`src/design/srg_pkg.sv`:
```
`default_nettype none
package srg_pkg;

  localparam int LEVEL_W    = 32;
  localparam int POS_W      = 24;
  localparam int OP_W       = 34;
  localparam int PROD_W     = 52;
  localparam int QUO_W      = 48;
  localparam int DIVD_W     = 32;
  localparam int STEP_W     = 6;
  localparam int CURVE_FRAC = 30;
  localparam int RATIO_FRAC = 16;

  localparam longint Q_ONE_L  = 64'sd1 << CURVE_FRAC;
  localparam longint Q_HALF_L = 64'sd1 << (CURVE_FRAC - 1);
  localparam longint KP1_L    = (64'sd629 * Q_ONE_L + 64'sd896) / 64'sd1792;
  localparam longint KP2_L    = (64'sd1163 * Q_ONE_L + 64'sd896) / 64'sd1792;

  localparam logic signed [OP_W-1:0] Q_ONE   = OP_W'(Q_ONE_L);
  localparam logic signed [OP_W-1:0] Q_HALF  = OP_W'(Q_HALF_L);
  localparam logic signed [OP_W-1:0] K_POLY1 = OP_W'(KP1_L);
  localparam logic signed [OP_W-1:0] K_POLY2 = OP_W'(KP2_L);
  localparam logic signed [OP_W-1:0] K_SIN0  = OP_W'(64'sd1686004129);
  localparam logic signed [OP_W-1:0] K_SIN1  = OP_W'(-64'sd2757668350);
  localparam logic signed [OP_W-1:0] K_SIN2  = OP_W'(64'sd1234476520);

  localparam logic signed [LEVEL_W-1:0] LVL_MAX = {1'b0, {(LEVEL_W-1){1'b1}}};
  localparam logic signed [LEVEL_W-1:0] LVL_MIN = {1'b1, {(LEVEL_W-1){1'b0}}};

  localparam logic [2:0] SHP_HOLD = 3'd0;
  localparam logic [2:0] SHP_LIN  = 3'd1;
  localparam logic [2:0] SHP_SIN  = 3'd2;
  localparam logic [2:0] SHP_EXP  = 3'd3;
  localparam logic [2:0] SHP_LOG  = 3'd4;
  localparam logic [2:0] SHP_XPE  = 3'd5;
  localparam logic [2:0] SHP_LGE  = 3'd6;

  localparam logic [STEP_W-1:0] STEPS_X = STEP_W'(CURVE_FRAC);
  localparam logic [STEP_W-1:0] STEPS_R = STEP_W'(QUO_W);

  typedef struct packed {
    logic               start;
    logic [DIVD_W-1:0]  rem_init;
    logic [QUO_W-1:0]   dividend;
    logic [STEP_W-1:0]  steps;
    logic [DIVD_W-1:0]  divisor;
  } div_req_t;

  function automatic logic signed [LEVEL_W-1:0] sat_lvl(input logic signed [PROD_W:0] v);
    logic signed [LEVEL_W-1:0] r;
    if (v > (PROD_W+1)'(LVL_MAX)) r = LVL_MAX;
    else if (v < (PROD_W+1)'(LVL_MIN)) r = LVL_MIN;
    else r = v[LEVEL_W-1:0];
    return r;
  endfunction

endpackage
`default_nettype wire

```
`src/design/srg_mul.sv`:
```
`default_nettype none
module srg_mul (
  input  wire                                    clk,
  input  wire logic signed [srg_pkg::OP_W-1:0]   a,
  input  wire logic signed [srg_pkg::OP_W-1:0]   b,
  input  wire logic                              sh16,
  output logic signed [srg_pkg::PROD_W-1:0]      prod
);
  import srg_pkg::*;

  localparam logic signed [2*OP_W-1:0] RND16 = (2*OP_W)'(64'sd1 << (RATIO_FRAC - 1));
  localparam logic signed [2*OP_W-1:0] RND30 = (2*OP_W)'(64'sd1 << (CURVE_FRAC - 1));

  logic signed [2*OP_W-1:0] full;
  logic signed [2*OP_W-1:0] rnd;
  logic signed [2*OP_W-1:0] shd;

  // rounded to nearest, ties toward plus infinity
  always_comb begin
    full = a * b;
    rnd  = full + (sh16 ? RND16 : RND30);
    shd  = sh16 ? (rnd >>> RATIO_FRAC) : (rnd >>> CURVE_FRAC);
  end

  always_ff @(posedge clk) begin
    prod <= shd[PROD_W-1:0];
  end
endmodule
`default_nettype wire

```
`config.mk`:
```
export PLATFORM = sky130hd
export DESIGN_NAME = srg_mul
export DESIGN_NICKNAME = d
export VERILOG_FILES = /design/src/design/srg_pkg.sv /design/src/design/srg_mul.sv
export SDC_FILE = /design/constraint.sdc
export NUM_CORES = 2
export LEC_CHECK = 0
export BUFFER_PORTS_ARGS = -buffer_cell sky130_fd_sc_hd__buf_2
export CAP_MARGIN = 20
export CORE_AREA = 2 2 383 385
export CTS_CLUSTER_SIZE = 28
export DETAILED_ROUTE_END_ITERATION = 8
export DIE_AREA = 0 0 385 387
export PLACE_DENSITY = 0.55
export SETUP_SLACK_MARGIN = 0.4
export SLEW_MARGIN = 15
export SYNTH_ARGS = -nofsm -noshare
export SYNTH_HDL_FRONTEND = slang
export SYNTH_SLANG_ARGS = --single-unit
```
`constraint.sdc`:
```
create_clock -name clk -period 13.5 [get_ports clk]
set_input_delay 2.7 -clock clk [delete_from_list [all_inputs] [get_ports clk]]
set_output_delay 2.7 -clock clk [all_outputs]
set_load 0.005 [all_outputs]
```
==> reports/qor.txt <==
Status: finished, final reports clean
Maxcap violations: 0
Die Height: 387 µm
Detailed placement HPWL: 104,000 µm
Critical path required time: 13,630 ps
# H-tree levels: 2
Total number of yosys warnings: 0
Worst setup slack after layout: 1800 ps
CP arrival: 11,830 ps
# clock sinks: 52
Peak fanout along the critical path: 34
Synthesized-area fraction occupied by adder cells: 0.634
Registers with the most flip-flops: prod x52
Type of the tightest min-delay check: primary input to flip-flop
Clock tree from TritonCTS: built
Initial standard-cell utilization of the core: 0.298
Mean Syn Cell Area: 9.29 µm²
Share of synthesized area spent on multiplexers: 0.00299
Total Nets Final: 6,056
Count of TritonRoute iterations in the first routing pass: 5
Commonest cells after routing, fill and taps aside: 1,242 x fa_1, 1,207 x inv_1, 607 x and2_1
Floorplan Core Area: 145,000 µm²
Primary flip-flop cell chosen by synthesis mapping: dfxtp_1
Largest family of logic cells by synthesized area: adder cells
Total negative slack for setup checks: 0 ps
Simple-gate share of the synthesized area: 0.158
Global route total overflow: 0
Category of the worst setup path capture point: flip-flop
Number of instances resized during post-cts repair: 0
Number of max-slew violations in the final report: 0
Shortest clock period the worst path allows after layout: 11,700 ps
First DRT Iteration DRCs: 1,741
Floorplan row count: 140
Hold-fix buffer count after cts: 0
Most frequent standard cell in the layout excluding fill and tap cells: fa_1
Synthesis-stage register bit count: 52
Setup repair after global routing missed its margin: no
Post-Synthesis Net Count: 6,152
Clock root cell: clkbuf_16
Final hold slack: 3030 ps
Post-CTS Setup Bufs: 0
Total placed instance area: 45,400 µm²
Wire per inst: 19.1 µm
Share of the yosys chip area belonging to registers: 0.0241
Relative slew margins: 0.354
Via count of the first global-routing pass: 33,600
Xor/xnor cell area share of the yosys netlist: 0.0124
Overall die area: 149,000 µm²
GRT Util Overall: 0.171
Slew @ Worst Pin: 970 ps
Hold violation total from the final report: 0
DR vias/cell: 4.67
Maximum number of pins on one net before global-route repair: 52
Post-Synthesis Cells: 4,642
Post-layout instance area: 45,600 µm²
Number of top-level design ports: 122
Routability congestion estimate from global placement: 0.869
Clock transition at path regs: 70 ps
Largest Register: prod
Critical path type: primary input to flip-flop
Number of buffers added by the clock tree synthesis step: 5
Number of buffers added on ports: 121
Final period utilization: 0.866
Final setup violation count: 0
Post-Route WL: 123,000 µm
Number of distinct library cells after synthesis: 72
Dpl ws: 1680 ps
Overall die width: 385 µm
Antenna violations before repair: 14
Share of post-route cells with drive strength above 1: 0.0396
Largest buffer count on any clock path: 2
Residual DRC count: 0
Vias post-DR: 30,200
Worst setup SP type: primary input
Synth Cell Area: 43,100 µm²
Complex-gate fraction of the synthesized area: 0.0416
Upper clock frequency limit: 85.5 MHz
Max FFs per register: 52
FFs w/ async S/R, synth: 0
Layout Area Growth over Synthesis: 5.60%
Global-route wire length before repair: 196,000 µm
Antenna violation net count after detailed routing: 0
Count of flip-flops with a built-in enable after synthesis: 0
## Yosys cell counts (7+ instances only)
master / n / area share
o21ai_0: 45 / 0.0052
fa_1: 1242 / 0.58
a31oi_1: 9 / 0.0013
buf_2: 9 / 0.0010
a21oi_1: 73 / 0.0085
a21o_1: 29 / 0.0050
o211ai_1: 12 / 0.0021
nor3_1: 15 / 0.0017
and3_1: 10 / 0.0015
nand4_1: 21 / 0.0030
inv_1: 1207 / 0.11
nor2_1: 59 / 0.0051
dfxtp_1: 52 / 0.024
clkbuf_1: 235 / 0.020
o21ai_1: 7 / 0.00081
nand2_1: 585 / 0.051
xor2_1: 21 / 0.0043
o21bai_1: 10 / 0.0017
nand3_1: 23 / 0.0027
a211oi_1: 8 / 0.0014
ha_1: 198 / 0.057
and2_1: 607 / 0.088
o31ai_1: 11 / 0.0019
xnor2_1: 40 / 0.0081
nand2b_1: 9 / 0.0013
o21a_1: 15 / 0.0026
## layer usage
layer	GRT usage	wire length, µm	vias to the layer above
met5	0	49	-
met4	0.0494	4240	10
met3	0.0106	5000	178
met2	0.313	66300	724
met1	0.214	47800	16300
li1	-	-	13000
## metrics by stage
| step | utilization | std cells |
|---|---|---|
| finish | 0.314 | 6468 |
| floorplan | - | 4642 |
| global route | 0.314 | 6467 |
| CTS | 0.314 | 6463 |
| global placement | 0.313 | 6455 |
| detailed placement | 0.313 | 6455 |
## path summary, 6_finish.rpt
check / from / endpoint / cells after the start
worst min-delay path: sh16 / prod[24] / 3
worst max-delay path: a[33] / prod[50] / 24
## critical path: stages
cell	delay (ps)
buf_2	560
nand2_1	190
inv_1	170
fa_1	490
fa_1	570
fa_1	500
buf_4	220
inv_1	90
fa_1	870
inv_1	430
fa_1	570
fa_1	560
fa_1	430
fa_1	440
ha_1	380
a2111o_1	440
nor2_1	110
a21oi_1	60
a31oi_1	370
o21ai_0	180
and3_1	180
a311o_1	350
nor2_1	710
o21ai_0	220
## logic make-up after synthesis
kind of cell / count (synthesis)
flip-flops: 52
AND/OR/NAND/NOR: 1349
XOR/XNOR: 61
adder cells (fa/ha/maj): 1440
AO/OA/AOI/OAI: 269
multiplexers: 12
buffers and inverters: 1459
## final cells by class
class | count | area, µm²
antenna | 4 | 10.0
clock buffer | 5 | 125
clock inverter | 3 | 21.3
fill | 15300 | 99300
inverter | 1209 | 4540
multi-input combinational | 3131 | 36600
sequential | 52 | 1040
tap | 1917 | 2400
timing repair buffer | 147 | 821
Power is left out: the tool's default activity adds up to more than one toggle a clock period on the data nets, which glitch-free logic cannot reach.
