$ cat src/design/srg_pkg.sv
`default_nettype none
package srg_pkg;

  localparam int LEVEL_W    = 32;
  localparam int POS_W      = 24;
  localparam int OP_W       = 34;
  localparam int PROD_W     = 52;
  localparam int QUO_W      = 48;
  localparam int DIVD_W     = 32;
  localparam int STEP_W     = 6;
  localparam int CURVE_FRAC = 30;
  localparam int RATIO_FRAC = 16;

  localparam longint Q_ONE_L  = 64'sd1 << CURVE_FRAC;
  localparam longint Q_HALF_L = 64'sd1 << (CURVE_FRAC - 1);
  localparam longint KP1_L    = (64'sd629 * Q_ONE_L + 64'sd896) / 64'sd1792;
  localparam longint KP2_L    = (64'sd1163 * Q_ONE_L + 64'sd896) / 64'sd1792;

  localparam logic signed [OP_W-1:0] Q_ONE   = OP_W'(Q_ONE_L);
  localparam logic signed [OP_W-1:0] Q_HALF  = OP_W'(Q_HALF_L);
  localparam logic signed [OP_W-1:0] K_POLY1 = OP_W'(KP1_L);
  localparam logic signed [OP_W-1:0] K_POLY2 = OP_W'(KP2_L);
  localparam logic signed [OP_W-1:0] K_SIN0  = OP_W'(64'sd1686004129);
  localparam logic signed [OP_W-1:0] K_SIN1  = OP_W'(-64'sd2757668350);
  localparam logic signed [OP_W-1:0] K_SIN2  = OP_W'(64'sd1234476520);

  localparam logic signed [LEVEL_W-1:0] LVL_MAX = {1'b0, {(LEVEL_W-1){1'b1}}};
  localparam logic signed [LEVEL_W-1:0] LVL_MIN = {1'b1, {(LEVEL_W-1){1'b0}}};

  localparam logic [2:0] SHP_HOLD = 3'd0;
  localparam logic [2:0] SHP_LIN  = 3'd1;
  localparam logic [2:0] SHP_SIN  = 3'd2;
  localparam logic [2:0] SHP_EXP  = 3'd3;
  localparam logic [2:0] SHP_LOG  = 3'd4;
  localparam logic [2:0] SHP_XPE  = 3'd5;
  localparam logic [2:0] SHP_LGE  = 3'd6;

  localparam logic [STEP_W-1:0] STEPS_X = STEP_W'(CURVE_FRAC);
  localparam logic [STEP_W-1:0] STEPS_R = STEP_W'(QUO_W);

  typedef struct packed {
    logic               start;
    logic [DIVD_W-1:0]  rem_init;
    logic [QUO_W-1:0]   dividend;
    logic [STEP_W-1:0]  steps;
    logic [DIVD_W-1:0]  divisor;
  } div_req_t;

  function automatic logic signed [LEVEL_W-1:0] sat_lvl(input logic signed [PROD_W:0] v);
    logic signed [LEVEL_W-1:0] r;
    if (v > (PROD_W+1)'(LVL_MAX)) r = LVL_MAX;
    else if (v < (PROD_W+1)'(LVL_MIN)) r = LVL_MIN;
    else r = v[LEVEL_W-1:0];
    return r;
  endfunction

endpackage
`default_nettype wire

$ cat src/design/srg_div.sv
`default_nettype none
module srg_div (
  input  wire                                 clk,
  input  wire                                 rst,
  input  wire srg_pkg::div_req_t              req,
  output logic [srg_pkg::QUO_W-1:0]           quo,
  output logic                                done
);
  import srg_pkg::*;

  logic [DIVD_W-1:0] rem;
  logic [QUO_W-1:0]  dvd;
  logic [DIVD_W-1:0] dvs;
  logic [STEP_W-1:0] cnt;
  logic              busy;
  logic [DIVD_W:0]   trial;
  logic              ge;
  logic [DIVD_W:0]   diff;

  // restoring division, one quotient bit a cycle
  always_comb begin
    trial = {rem, dvd[QUO_W-1]};
    ge    = trial >= {1'b0, dvs};
    diff  = trial - {1'b0, dvs};
  end

  always_ff @(posedge clk) begin
    if (rst) begin
      busy <= 1'b0;
      done <= 1'b0;
    end else begin
      // done pulses for one cycle after the last quotient bit
      done <= !req.start && busy && (cnt == STEP_W'(1));
      if (req.start) begin
        rem  <= req.rem_init;
        dvd  <= req.dividend;
        dvs  <= req.divisor;
        cnt  <= req.steps;
        quo  <= '0;
        busy <= 1'b1;
      end else if (busy) begin
        rem <= ge ? diff[DIVD_W-1:0] : trial[DIVD_W-1:0];
        dvd <= {dvd[QUO_W-2:0], 1'b0};
        quo <= {quo[QUO_W-2:0], ge};
        cnt <= cnt - 1'b1;
        if (cnt == STEP_W'(1)) begin
          busy <= 1'b0;
        end
      end
    end
  end
endmodule
`default_nettype wire

$ cat config.mk
export PLATFORM = sky130hd
export DESIGN_NAME = srg_div
export DESIGN_NICKNAME = d
export VERILOG_FILES = /design/src/design/srg_pkg.sv /design/src/design/srg_div.sv
export SDC_FILE = /design/constraint.sdc
export NUM_CORES = 1
export LEC_CHECK = 0
export ABC_AREA = 0
export BUFFER_PORTS_ARGS = -buffer_cell sky130_fd_sc_hd__buf_2
export CORE_MARGIN = 8
export CORE_UTILIZATION = 38
export DETAILED_ROUTE_END_ITERATION = 8
export PLACE_DENSITY = 0.59
export SYNTH_ARGS = -nofsm -noshare
export SYNTH_HDL_FRONTEND = slang
export SYNTH_SLANG_ARGS = --single-unit
$ cat constraint.sdc
create_clock -name clk -period 9.4 [get_ports clk]
set_input_delay 0.47 -clock clk [delete_from_list [all_inputs] [get_ports clk]]
set_output_delay 0.47 -clock clk [all_outputs]
set_load 0.01 [all_outputs]
==> flow_summary_export.csv, run 1 <==
group,metric,value,unit
outcome,status,"complete, no violations",
finish,fin_nets,1042,
synthesis,yosysWarnings,0,
setup_path,r2r_slack,5.81,ns
synthesis,yosysUniqueCellTypes,65,
synthesis,synth_edf_count,166,
setup_path,regToRegEndpoint,"rem[28]$_DFFE_PP_",
setup_path,cp.arrival,3.79,ns
cts,postCtsHoldBufs,0,
global_route,grt_usage,15.3,%
floorplan,die_h,167,µm
synthesis,ys_seq_elements,168,
sta,period_minus_slack,3.59,ns
synthesis,yosysSeqAreaShare,57.9,%
cts,cts_max_path_buffers,2,
sta,rsz0062_at_grt,"no",
setup_path,path_buf_inv,1,
synthesis,syn_area,8680,µm²
floorplan,initial_core_util,38.5,%
min_path,holdCritPathClass,"in -> reg",
synthesis,syn_area_per_cell,12.1,µm²
floorplan,ios,170,
sta,tightest_slew,1.05,ns
global_route,grt_max_degree,79,
setup_path,crit_path_cell_trace,"ha_1 -> a21o_1 -> a21oi_1 -> nor2_1 -> a2111oi_0 -> o21ai_1 -> or2_1 -> buf_4 -> or3_1 -> and4bb_2",
power_and_ir_drop,p_switching,581,µW
route,drtIter0Drc,291,
setup_path,timing.rr.start,"rem[25]$_DFFE_PP_",
synthesis,syn-num-nets,876,
global_route,overflow,0,
setup_path,cp-start-kind,"flop",
route,vias,6092,
finish,fin_area,10400,µm²
placed_design,place.gp.congestion,0.882,
setup_path,crit_type,"reg -> reg",
sta,fin_crit_sh,38.2,%
flow_run,cap_viol_max_count,0,
setup_path,rr_worst_depth,10,
min_path,whs_path_depth,1,
synthesis,ys_async_sr_fraction,0,%
route,route.detailed.drc,0,
floorplan,dieArea,27900,µm²
sta,fmax,279,MHz
global_route,grt_pass1_vias,6347,
setup_path,cp_top_family,"compound AO/OA/AOI/OAI gates",
min_path,min_to,"dvs[27]$_DFFE_PP_",
cts,clock_sinks,168,
setup_path,cp-end-kind,"flop",
setup_path,path_depth,10,
cts,cts_setup_buffers,0,
route,drt-pass1-iter-count,5,
sta,whs,0.202,ns
route,vias_per_cell,5.14,
min_path,hp-start,"req[27]",
power_and_ir_drop,powerDensity,191,nW/µm²
floorplan,die_w,167,µm
global_route,grt_first_pass_wirelength,33.9,mm
cts,path_clk_slew,0.07,ns
setup_path,crit_required,9.60,ns
cts,insertion_delay,0.44,ns
power_and_ir_drop,p_sw_share,29.2,%
cts,cts_max_level,4,
finish,layout-area-overhead-vs-synth,20.2,%
finish,drive_gt1_share,30.1,%
synthesis,netlist_instances,720,
setup_path,worstPathMaxFanout,22,
setup_path,critical_path.max_stage_delay,0.48,ns
setup_path,crit_slowest_cell,"or2_1",
placed_design,dpl.hpwl,14.6,mm
sta,slew_headroom,29.8,%
sta,finClkSkew,0.0123,ns
cts,cts_tree,"yes",
cts,numCtsBuffers,17,
synthesis,synth_ff_type,"edfxtp_1",
route,routedWlPerCell,17.6,µm
power_and_ir_drop,ir_worst_vdd,0.0000915,V
power_and_ir_drop,internal_power,1410,µW
finish,fillers,2151,
sta,setup_viol,0,
power_and_ir_drop,leakagePower,0.00419,µW
power_and_ir_drop,combPwrFrac,18.4,%
route,totalWireLength,20.9,mm
cts,cts_root_buf,"clkbuf_16",
placed_design,dpl_cell_area,9830,µm²
sta,final_max_slew_viol_count,0,
sta,fin_tns_setup,0,ns
cts,cts_resized,0,
sta,finalHoldViolCount,0,
placed_design,io_buffers,169,
floorplan,core,22600,µm²
power_and_ir_drop,pwr-share-seq,45.9,%
route,ant_nets,0,
floorplan,rows,55,
power_and_ir_drop,power_frac_clock,35.7,%
global_route,antenna_found_initial,10,
[registers in the layout (all words and copies together), names as in the netlist]
| name | count |
|---|---|
| busy | 1 |
| cnt | 6 |
| done | 1 |
| dvd | 48 |
| dvs | 32 |
| quo | 48 |
| rem | 32 |
[metrics by stage]
step           utilization (%)  instances  setup WS, ns  power (µW)
2_1_floorplan                -        720          2.12        1190
3_3_place_gp              43.5       1152          5.91        1300
3_5_place_dp              43.5       1152          5.81        1300
4_1_cts                   46.2       1184          5.81        2020
5_1_grt                   46.2       1186          5.57        2090
6_report                  46.2       1186          5.81        1990
[power by group through the flow]
stage / registers, µW / logic [µW] / clock network [µW]
6_report: 915 / 366 / 713
5_1_grt: 922 / 410 / 761
4_1_cts: 915 / 368 / 735
3_5_place_dp: 931 / 366 / 0
3_3_place_gp: 931 / 366 / 0
2_1_floorplan: 937 / 257 / 0
[how the worst max path moves through the flow]
stage	from	endpoint	slack, ns
detailed placement	rem[25]$_DFFE_PP_	rem[28]$_DFFE_PP_	5.81
global placement	rem[20]$_DFFE_PP_	rem[0]$_DFFE_PP_	5.91
CTS	rem[25]$_DFFE_PP_	rem[28]$_DFFE_PP_	5.81
global route	rem[25]$_DFFE_PP_	rem[29]$_DFFE_PP_	5.57
finish	rem[25]$_DFFE_PP_	rem[28]$_DFFE_PP_	5.81
floorplan	req[118]	cnt[0]$_DFFE_PP_	2.12
[cell usage in the layout (no fill, tap or decap), drive strengths merged, types with 5 or more instances in the layout]
cell type  synthesis  final
edfxtp           166    166
nor2              41     41
clkinv             0      5
o21a               6      6
a2bb2oi            5      5
a21o              15     15
xor2               5      5
nor2b             49     49
a2111oi            5      5
and3               7      7
nand3             15     15
xnor2             16     16
clkbuf            19     17
and4               6      6
inv               43     51
nand2b             6      6
o211ai             6      6
nor3              13     13
buf                9    175
ha                34     34
nand4              7      7
nand2             58     58
mux2              51     51
a21oi             40     40
or3                5      5
a31oi             10     10
o21ai             31     31
[cell type report]
class | count | area, µm² | area share (%)
flip-flops and latches | 168 | 5020 | 48.1
well taps | 285 | 357 | 3.42
clock inverters | 15 | 179 | 1.71
diodes | 2 | 5.00 | 0.0480
inverters | 43 | 161 | 1.55
repair buffers | 175 | 893 | 8.56
multi-input cells | 481 | 3390 | 32.5
clock buffers | 17 | 425 | 4.08
[routing by layer]
metal / GRT usage [%] / part of all wire [%] / vias up
met4: 4.74 / 1.2 / 16
met5: 0 / 0.56 / -
li1: - / - / 3008
met3: 6.09 / 7.3 / 28
met1: 19.2 / 45 / 2885
met2: 23.8 / 46 / 155
[Yosys cell counts (all sizes together) (15+ instances only)]
master / instances / area [µm²]
nor2: 41 / 161
clkbuf: 19 / 71.3
ha: 34 / 425
xnor2: 16 / 140
nand2: 58 / 225
nor2b: 49 / 307
o21ai: 31 / 155
edfxtp: 166 / 4980
a21oi: 40 / 204
a21o: 15 / 113
nand3: 15 / 75.1
inv: 43 / 161
mux2: 51 / 574
[kinds of logic (layout without fill, tap and decap cells)]
group	after synthesis	count (layout)	synth area share [%]
adder cells (fa/ha/maj)	35	35	5.13
multiplexers	55	55	7.07
flip-flops	168	168	57.9
other	0	2	0
AND/OR/NAND/NOR	222	222	13.4
buffers and inverters	71	250	3.20
AO/OA/AOI/OAI	148	148	11.2
XOR/XNOR	21	21	2.12
Power figures use the tool's default switching activity.
==> inputs of run 2 (changes only) <==
- ABC_AREA: 0 -> 1
- PLACE_DENSITY: 0.59 -> 0.58
- clock period: 9.4 -> 3.5 ns (I/O delays scaled with it)
==> run 2 against run 1 <==
- die area rose by 10%
- setup slack got worse by 5.1 ns
- global-route usage rose by 1.5 points
- sequential share of layout area fell by 7.0 points
- routed wire length rose by 22%
- synthesized cell count rose by 67%
- maximum frequency rose by 29%
- sequential cell count did not move
- critical path type unchanged
==> flow_summary_export.csv, run 2 <==
group,metric,value,unit
outcome,status,"complete, no violations",
synthesis,synthTopCellsByArea,"edfxtp_1, nand2_1, inv_1",
route,route.detailed.drc,0,
cts,path_clk_slew,0.08,ns
placed_design,pre_cts_ws,0.700,ns
setup_path,cp.arrival,2.98,ns
sta,final_max_slew_viol_count,0,
synthesis,yosysWarnings,0,
route,drt-pass1-iter-count,5,
setup_path,cp-end-kind,"flop",
sta,tightest_slew,0.797,ns
synthesis,synth_top_area_cell,"edfxtp_1",
synthesis,syn-num-nets,1359,
synthesis,synth_ff_type,"edfxtp_1",
cts,clock_sinks,168,
setup_path,cp-start-kind,"flop",
flow_run,cap_viol_max_count,0,
finish,top_regs,"dvd (48), quo (48)",
floorplan,rows,58,
finish,final_cell_mix,"nand2_1, inv_1, buf_2, edfxtp_1, nor2_1",
floorplan,die_w,176,µm
sta,fmax,360,MHz
synthesis,syn_area,9690,µm²
route,totalWireLength,25.5,mm
power_and_ir_drop,ir_worst_vdd,0.000269,V
global_route,grt_pass1_vias,8401,
global_route,overflow,0,
setup_path,crit_type,"reg -> reg",
placed_design,io_buffers,169,
sta,period_minus_slack,2.78,ns
synthesis,netlist_instances,1203,
sta,fin_crit_sh,79.3,%
route,routedWlPerCell,14.3,µm
floorplan,ios,170,
cts,cts_root_buf,"clkbuf_16",
synthesis,yosysSeqAreaShare,51.9,%
synthesis,synth.top_cell.area_share,51.4,%
cts,numCtsBuffers,17,
cts,cts_setup_buffers,0,
sta,rsz0062_at_grt,"no",
synthesis,yosysUniqueCellTypes,36,
setup_path,r2r_slack,0.72,ns
placed_design,place.gp.congestion,0.915,
sta,finalHoldViolCount,0,
sta,finalWorstSetupSlack,0.724,ns
global_route,grt_first_pass_wirelength,41.9,mm
floorplan,initial_core_util,38.6,%
route,ant_nets,0,
setup_path,crit_required,3.70,ns
global_route,grt_max_degree,136,
finish,post-route-util,48.6,%
synthesis,syn_area_per_cell,8.05,µm²
finish,drive_gt1_share,15.9,%
cts,cts_max_level,4,
sta,finClkSkew,0.0129,ns
cts,cts_max_path_buffers,2,
route,drtIter0Drc,502,
global_route,grt_usage,16.8,%
finish,final_common_cell,"nand2_1",
floorplan,core,25100,µm²
power_and_ir_drop,p_total,5710,µW
min_path,holdCritPathClass,"in -> reg",
synthesis,synth_edf_count,166,
sta,setup_viol,0,
route,vias_per_cell,4.55,
power_and_ir_drop,leakagePower,0.00611,µW
synthesis,yosysMostFrequentCell,"nand2_1",
sta,slew_headroom,46.9,%
global_route,antenna_found_initial,7,
placed_design,dpl.hpwl,18.3,mm
power_and_ir_drop,powerDensity,467,nW/µm²
finish,fin_nets,1593,
sta,fin_tns_setup,0,ns
setup_path,worstPathMaxFanout,33,
cts,cts_tree,"yes",
synthesis,ys_seq_elements,168,
synthesis,synth_commonest_cells,"nand2_1, inv_1, edfxtp_1",
cts,insertion_delay,0.44,ns
finish,layout-area-overhead-vs-synth,26.1,%
floorplan,dieArea,30900,µm²
floorplan,die_h,176,µm
route,vias,8113,
synthesis,ys_async_sr_fraction,0,%
-- run 2: cell types whose count changed after synthesis, moves of 14 or more --
| cell | change |
|---|---|
| nor2b_1 | -49 |
| nand3b_1 | +25 |
| inv_1 | +161 |
| o21ai_0 | -21 |
| mux2_2 | -51 |
| a21o_1 | -14 |
| nand3_1 | +48 |
| a21oi_1 | -18 |
| nand2_1 | +433 |
| nor2_1 | +57 |
-- run 2: cell families (layout without fill, tap and decap cells) --
group | after synthesis | after routing | share of synthesized area [%]
AOI/OAI and AO/OA | 34 | 34 | 1.90
xor gates and xnor gates | 16 | 16 | 1.45
adders and majority gates | 35 | 35 | 4.60
buffers and inverters | 241 | 488 | 9.75
DFF | 168 | 168 | 51.9
other | 0 | 3 | 0
and+or+nand+nor | 709 | 709 | 30.4
-- run 2: timing repair --
item | CTS | global route
hold buffers | 71 | 0
resized for setup | 0 | 0
endpoints found under the hold margin | 71 | 0
-- run 2: routing by layer --
metal  up-vias  track usage (%)  routed length (µm)
li1       4235                -                   -
met2       198             27.4               11900
met1      3642             21.2               11500
met3        30             5.09                1660
met4         8             4.52                 386
met5         -                0                  52
-- run 2: layout make-up --
cell class / count / area (µm²)
fill: 2511 / 12900
sequential: 168 / 5020
multi-input combinational: 794 / 3740
timing repair buffer: 246 / 1620
inverter: 210 / 788
clock buffer: 17 / 425
tap: 330 / 413
clock inverter: 15 / 201
antenna: 3 / 7.51
-- run 2: worst paths after layout --
kind | to | cells after the start | start
setup / recovery | rem[28]$_DFFE_PP_ | 13 | rem[23]$_DFFE_PP_
hold / removal | rem[2]$_DFFE_PP_ | 3 | req[88]
setup reg to reg | rem[28]$_DFFE_PP_ | 13 | rem[23]$_DFFE_PP_
hold reg to reg | done$_SDFF_PP0_ | 2 | busy$_SDFF_PP0_
-- run 2: power breakdown --
part	total [µW]	leakage, µW	switching (µW)	internal [µW]
clock network	2010	0.000301	974	1040
registers	2460	0.00161	59.6	2400
logic	1230	0.00420	758	476
-- run 2: worst max-delay path: stages (launching register included) --
cell	delay [ns]
edfxtp_1	0.43
ha_1	0.41
nand2_1	0.10
nand2_1	0.09
inv_1	0.07
nand2_1	0.09
a21oi_2	0.15
nor2_2	0.08
nor2_8	0.41
nand2_8	0.23
nand2_2	0.25
nand2_1	0.08
nand2_1	0.08
nand2_1	0.04
-- run 2: through the flow --
step           hold WS [ns]  instances  area (µm²)
2_1_floorplan         0.254       1203        9700
3_3_place_gp          0.353       1677       10900
3_5_place_dp          0.353       1677       10900
4_1_cts            0.000455       1780       12200
5_1_grt              0.0129       1783       12200
6_report             0.0148       1783       12200
==> inputs of run 3 (changes only) <==
- clock period: 3.5 -> 2.65 ns (I/O delays scaled with it)
==> run 3 against run 2 <==
- combinational power grew 41%
- setup slack lost 0.50 ns
- global-route usage grew 0.93 points
- sequential share of layout area shrank 1.6 points
- cell area grew 4.1%
- via count grew 3.3%
- die area is the same
- clock power grew 29%
- largest cell class unchanged
- largest power group unchanged
- highest routed layer unchanged
==> flow_summary_export.csv, run 3 (synthesis gave the netlist of run 2 again) <==
group,metric,value,unit
floorplan,ios,170,
sta,fmax,412,MHz
floorplan,initial_core_util,38.6,%
sta,period_minus_slack,2.43,ns
setup_path,timing.rr.start,"rem[27]$_DFFE_PP_",
setup_path,cp-end-kind,"flop",
power_and_ir_drop,ir_worst_vdd,0.000318,V
setup_path,r2r_slack,0.22,ns
setup_path,path_buf_inv,1,
floorplan,die_w,176,µm
global_route,overflow,0,
sta,rsz0062_at_grt,"no",
cts,clock_sinks,168,
floorplan,core,25100,µm²
route,ant_nets,0,
finish,fin_nets,1643,
min_path,whs_path_depth,3,
power_and_ir_drop,powerDensity,595,nW/µm²
flow_run,cap_viol_max_count,0,
min_path,min_to,"cnt[4]$_DFFE_PP_",
sta,finalWorstSetupSlack,0.220,ns
setup_path,cp-start-kind,"flop",
cts,path_clk_slew,0.07,ns
cts,cts_setup_buffers,0,
finish,final_cell_mix,"nand2_1, inv_1, buf_2, edfxtp_1, dlygate4sd3_1",
finish,fillers,2509,
global_route,antenna_found_initial,5,
route,wl_met1,12.5,mm
route,routedWlPerCell,14.8,µm
cts,cts_tree,"yes",
setup_path,rr_worst_depth,13,
global_route,grt_usage,17.7,%
setup_path,regToRegEndpoint,"rem[25]$_DFFE_PP_",
setup_path,crit_type,"reg -> reg",
placed_design,dpl.hpwl,18.9,mm
global_route,grt_max_degree,94,
sta,finalHoldViolCount,0,
placed_design,pre_cts_ws,0.161,ns
min_path,holdCritPathClass,"in -> reg",
route,drt-pass1-iter-count,5,
sta,slew_headroom,50.2,%
floorplan,die_h,176,µm
route,vias_per_cell,4.57,
route,wl_met2,12.7,mm
global_route,grt_pass1_vias,8638,
placed_design,place.gp.congestion,0.898,
power_and_ir_drop,combPwrFrac,22.8,%
finish,layout.area.seq,5030,µm²
power_and_ir_drop,internal_power,5210,µW
floorplan,dieArea,30900,µm²
setup_path,crit_slowest_cell,"edfxtp_1",
global_route,grt_first_pass_wirelength,44.0,mm
finish,layout-area-overhead-vs-synth,31.3,%
sta,final_max_slew_viol_count,0,
setup_path,critical_path.max_stage_delay,0.41,ns
setup_path,cp_common_cell,"nand2_1",
sta,fin_crit_sh,91.7,%
sta,finClkSkew,0.0156,ns
finish,multi_input_area,3760,µm²
floorplan,rows,58,
finish,top_regs,"dvd (48), quo (48)",
cts,insertion_delay,0.44,ns
finish,final_common_cell,"nand2_1",
power_and_ir_drop,p_switching,2350,µW
setup_path,crit_path_cell_trace,"ha_1 -> nand2_1 -> inv_2 -> nand2_1 -> nand2_1 -> a21oi_1 -> nand2_2 -> nor2_8 -> nand2_8 -> nand2_4 -> nand2_1 -> nand2_1 -> nand2_1",
sta,tightest_slew,0.747,ns
outcome,status,"complete, no violations",
cts,cts_max_path_buffers,2,
placed_design,io_buffers,169,
power_and_ir_drop,power_frac_clock,34.2,%
power_and_ir_drop,p_sw_share,31.1,%
route,routed.top_layer,"met5",
route,totalWireLength,27.2,mm
route,dr_wl_met3,1.54,mm
setup_path,cp_top_family,"simple AND/OR/NAND/NOR gates",
route,route.detailed.drc,0,
cts,numCtsBuffers,17,
sta,setup_viol,0,
route,drtIter0Drc,489,
finish,finalNonFillerCells,1834,
power_and_ir_drop,pwr-share-seq,42.9,%
finish,drive_gt1_share,16.1,%
setup_path,worstPathMaxFanout,33,
placed_design,dp.cells,1683,
route,vias,8380,
setup_path,crit_required,2.84,ns
setup_path,cp.arrival,2.62,ns
cts,cts_root_buf,"clkbuf_16",
cts,cts_max_level,4,
min_path,hp-start,"req[36]",
power_and_ir_drop,leakagePower,0.00633,µW
## run 3: changes by cell type in the layout (fill, tap and decap cells not counted), moves of 2 or more
cell	before	now
dlygate4sd3_1	71	115
nand3_2	1	3
buf_4	6	10
inv_8	5	2
inv_6	1	5
nand3_1	63	61
## run 3: cell type report
class	count	share of cell area, %
repair buffers	296	16.7
well taps	330	3.25
clock buffers	18	3.37
diodes	4	0.0787
multi-input cells	794	29.6
clock inverters	14	1.40
flip-flops and latches	168	39.5
inverters	210	6.20
## run 3: repair_timing
item / in CTS / in global routing
hold endpoints to repair: 115 / 0
resized for setup: 0 / 6
hold buffers: 115 / 0
endpoints found under the setup margin: 0 / 8
## run 3: how the worst max path moves through the flow
stage,from,cells after the start,slack (ns),endpoint
finish,rem[27]$_DFFE_PP_,13,0.22,rem[25]$_DFFE_PP_
global route,rem[23]$_DFFE_PP_,12,0.01,rem[26]$_DFFE_PP_
CTS,dvd[47]$_DFFE_PP_,16,0.15,rem[28]$_DFFE_PP_
detailed placement,dvd[47]$_DFFE_PP_,16,0.16,rem[28]$_DFFE_PP_
global placement,rem[27]$_DFFE_PP_,11,0.17,rem[26]$_DFFE_PP_
floorplan,busy$_SDFF_PP0_,2,-0.41,cnt[0]$_DFFE_PP_
## run 3: worst reg2reg max path, stage by stage, from the launching register on
cell and delay [ns]:
edfxtp_1 0.41, ha_1 0.38, nand2_1 0.21, inv_2 0.04, nand2_1 0.08, nand2_1 0.06, a21oi_1 0.20, nand2_2 0.12
nor2_8 0.14, nand2_8 0.19, nand2_4 0.18, nand2_1 0.07, nand2_1 0.06, nand2_1 0.04
## run 3: layer usage
layer / GRT usage (%) / vias up
met5: 0 / -
met4: 4.38 / 2
met3: 4.87 / 21
met2: 29.0 / 198
met1: 22.7 / 3831
li1: - / 4328
## run 3: metrics by stage
| step | setup TNS (ns) | hold slack [ns] | cell area [µm²] | power (µW) | utilization [%] |
|---|---|---|---|---|---|
| 5_1_grt | 0 | 0.0234 | 12700 | 7970 | 50.7 |
| 6_report | 0 | 0.0216 | 12700 | 7570 | 50.7 |
| 3_5_place_dp | 0 | 0.311 | 10900 | 4900 | 43.5 |
| 4_1_cts | 0 | 0.00728 | 12700 | 7630 | 50.5 |
| 2_1_floorplan | -54.68 | 0.212 | 9700 | 4420 | - |
| 3_3_place_gp | 0 | 0.309 | 10900 | 4890 | 43.5 |
## run 3: power groups by stage
stage / registers [µW] / clock network [µW] / logic [µW]
floorplan: 3320 / 0 / 1110
global placement: 3300 / 0 / 1580
global route: 3270 / 2730 / 1970
detailed placement: 3310 / 0 / 1590
CTS: 3250 / 2640 / 1730
finish: 3250 / 2590 / 1730
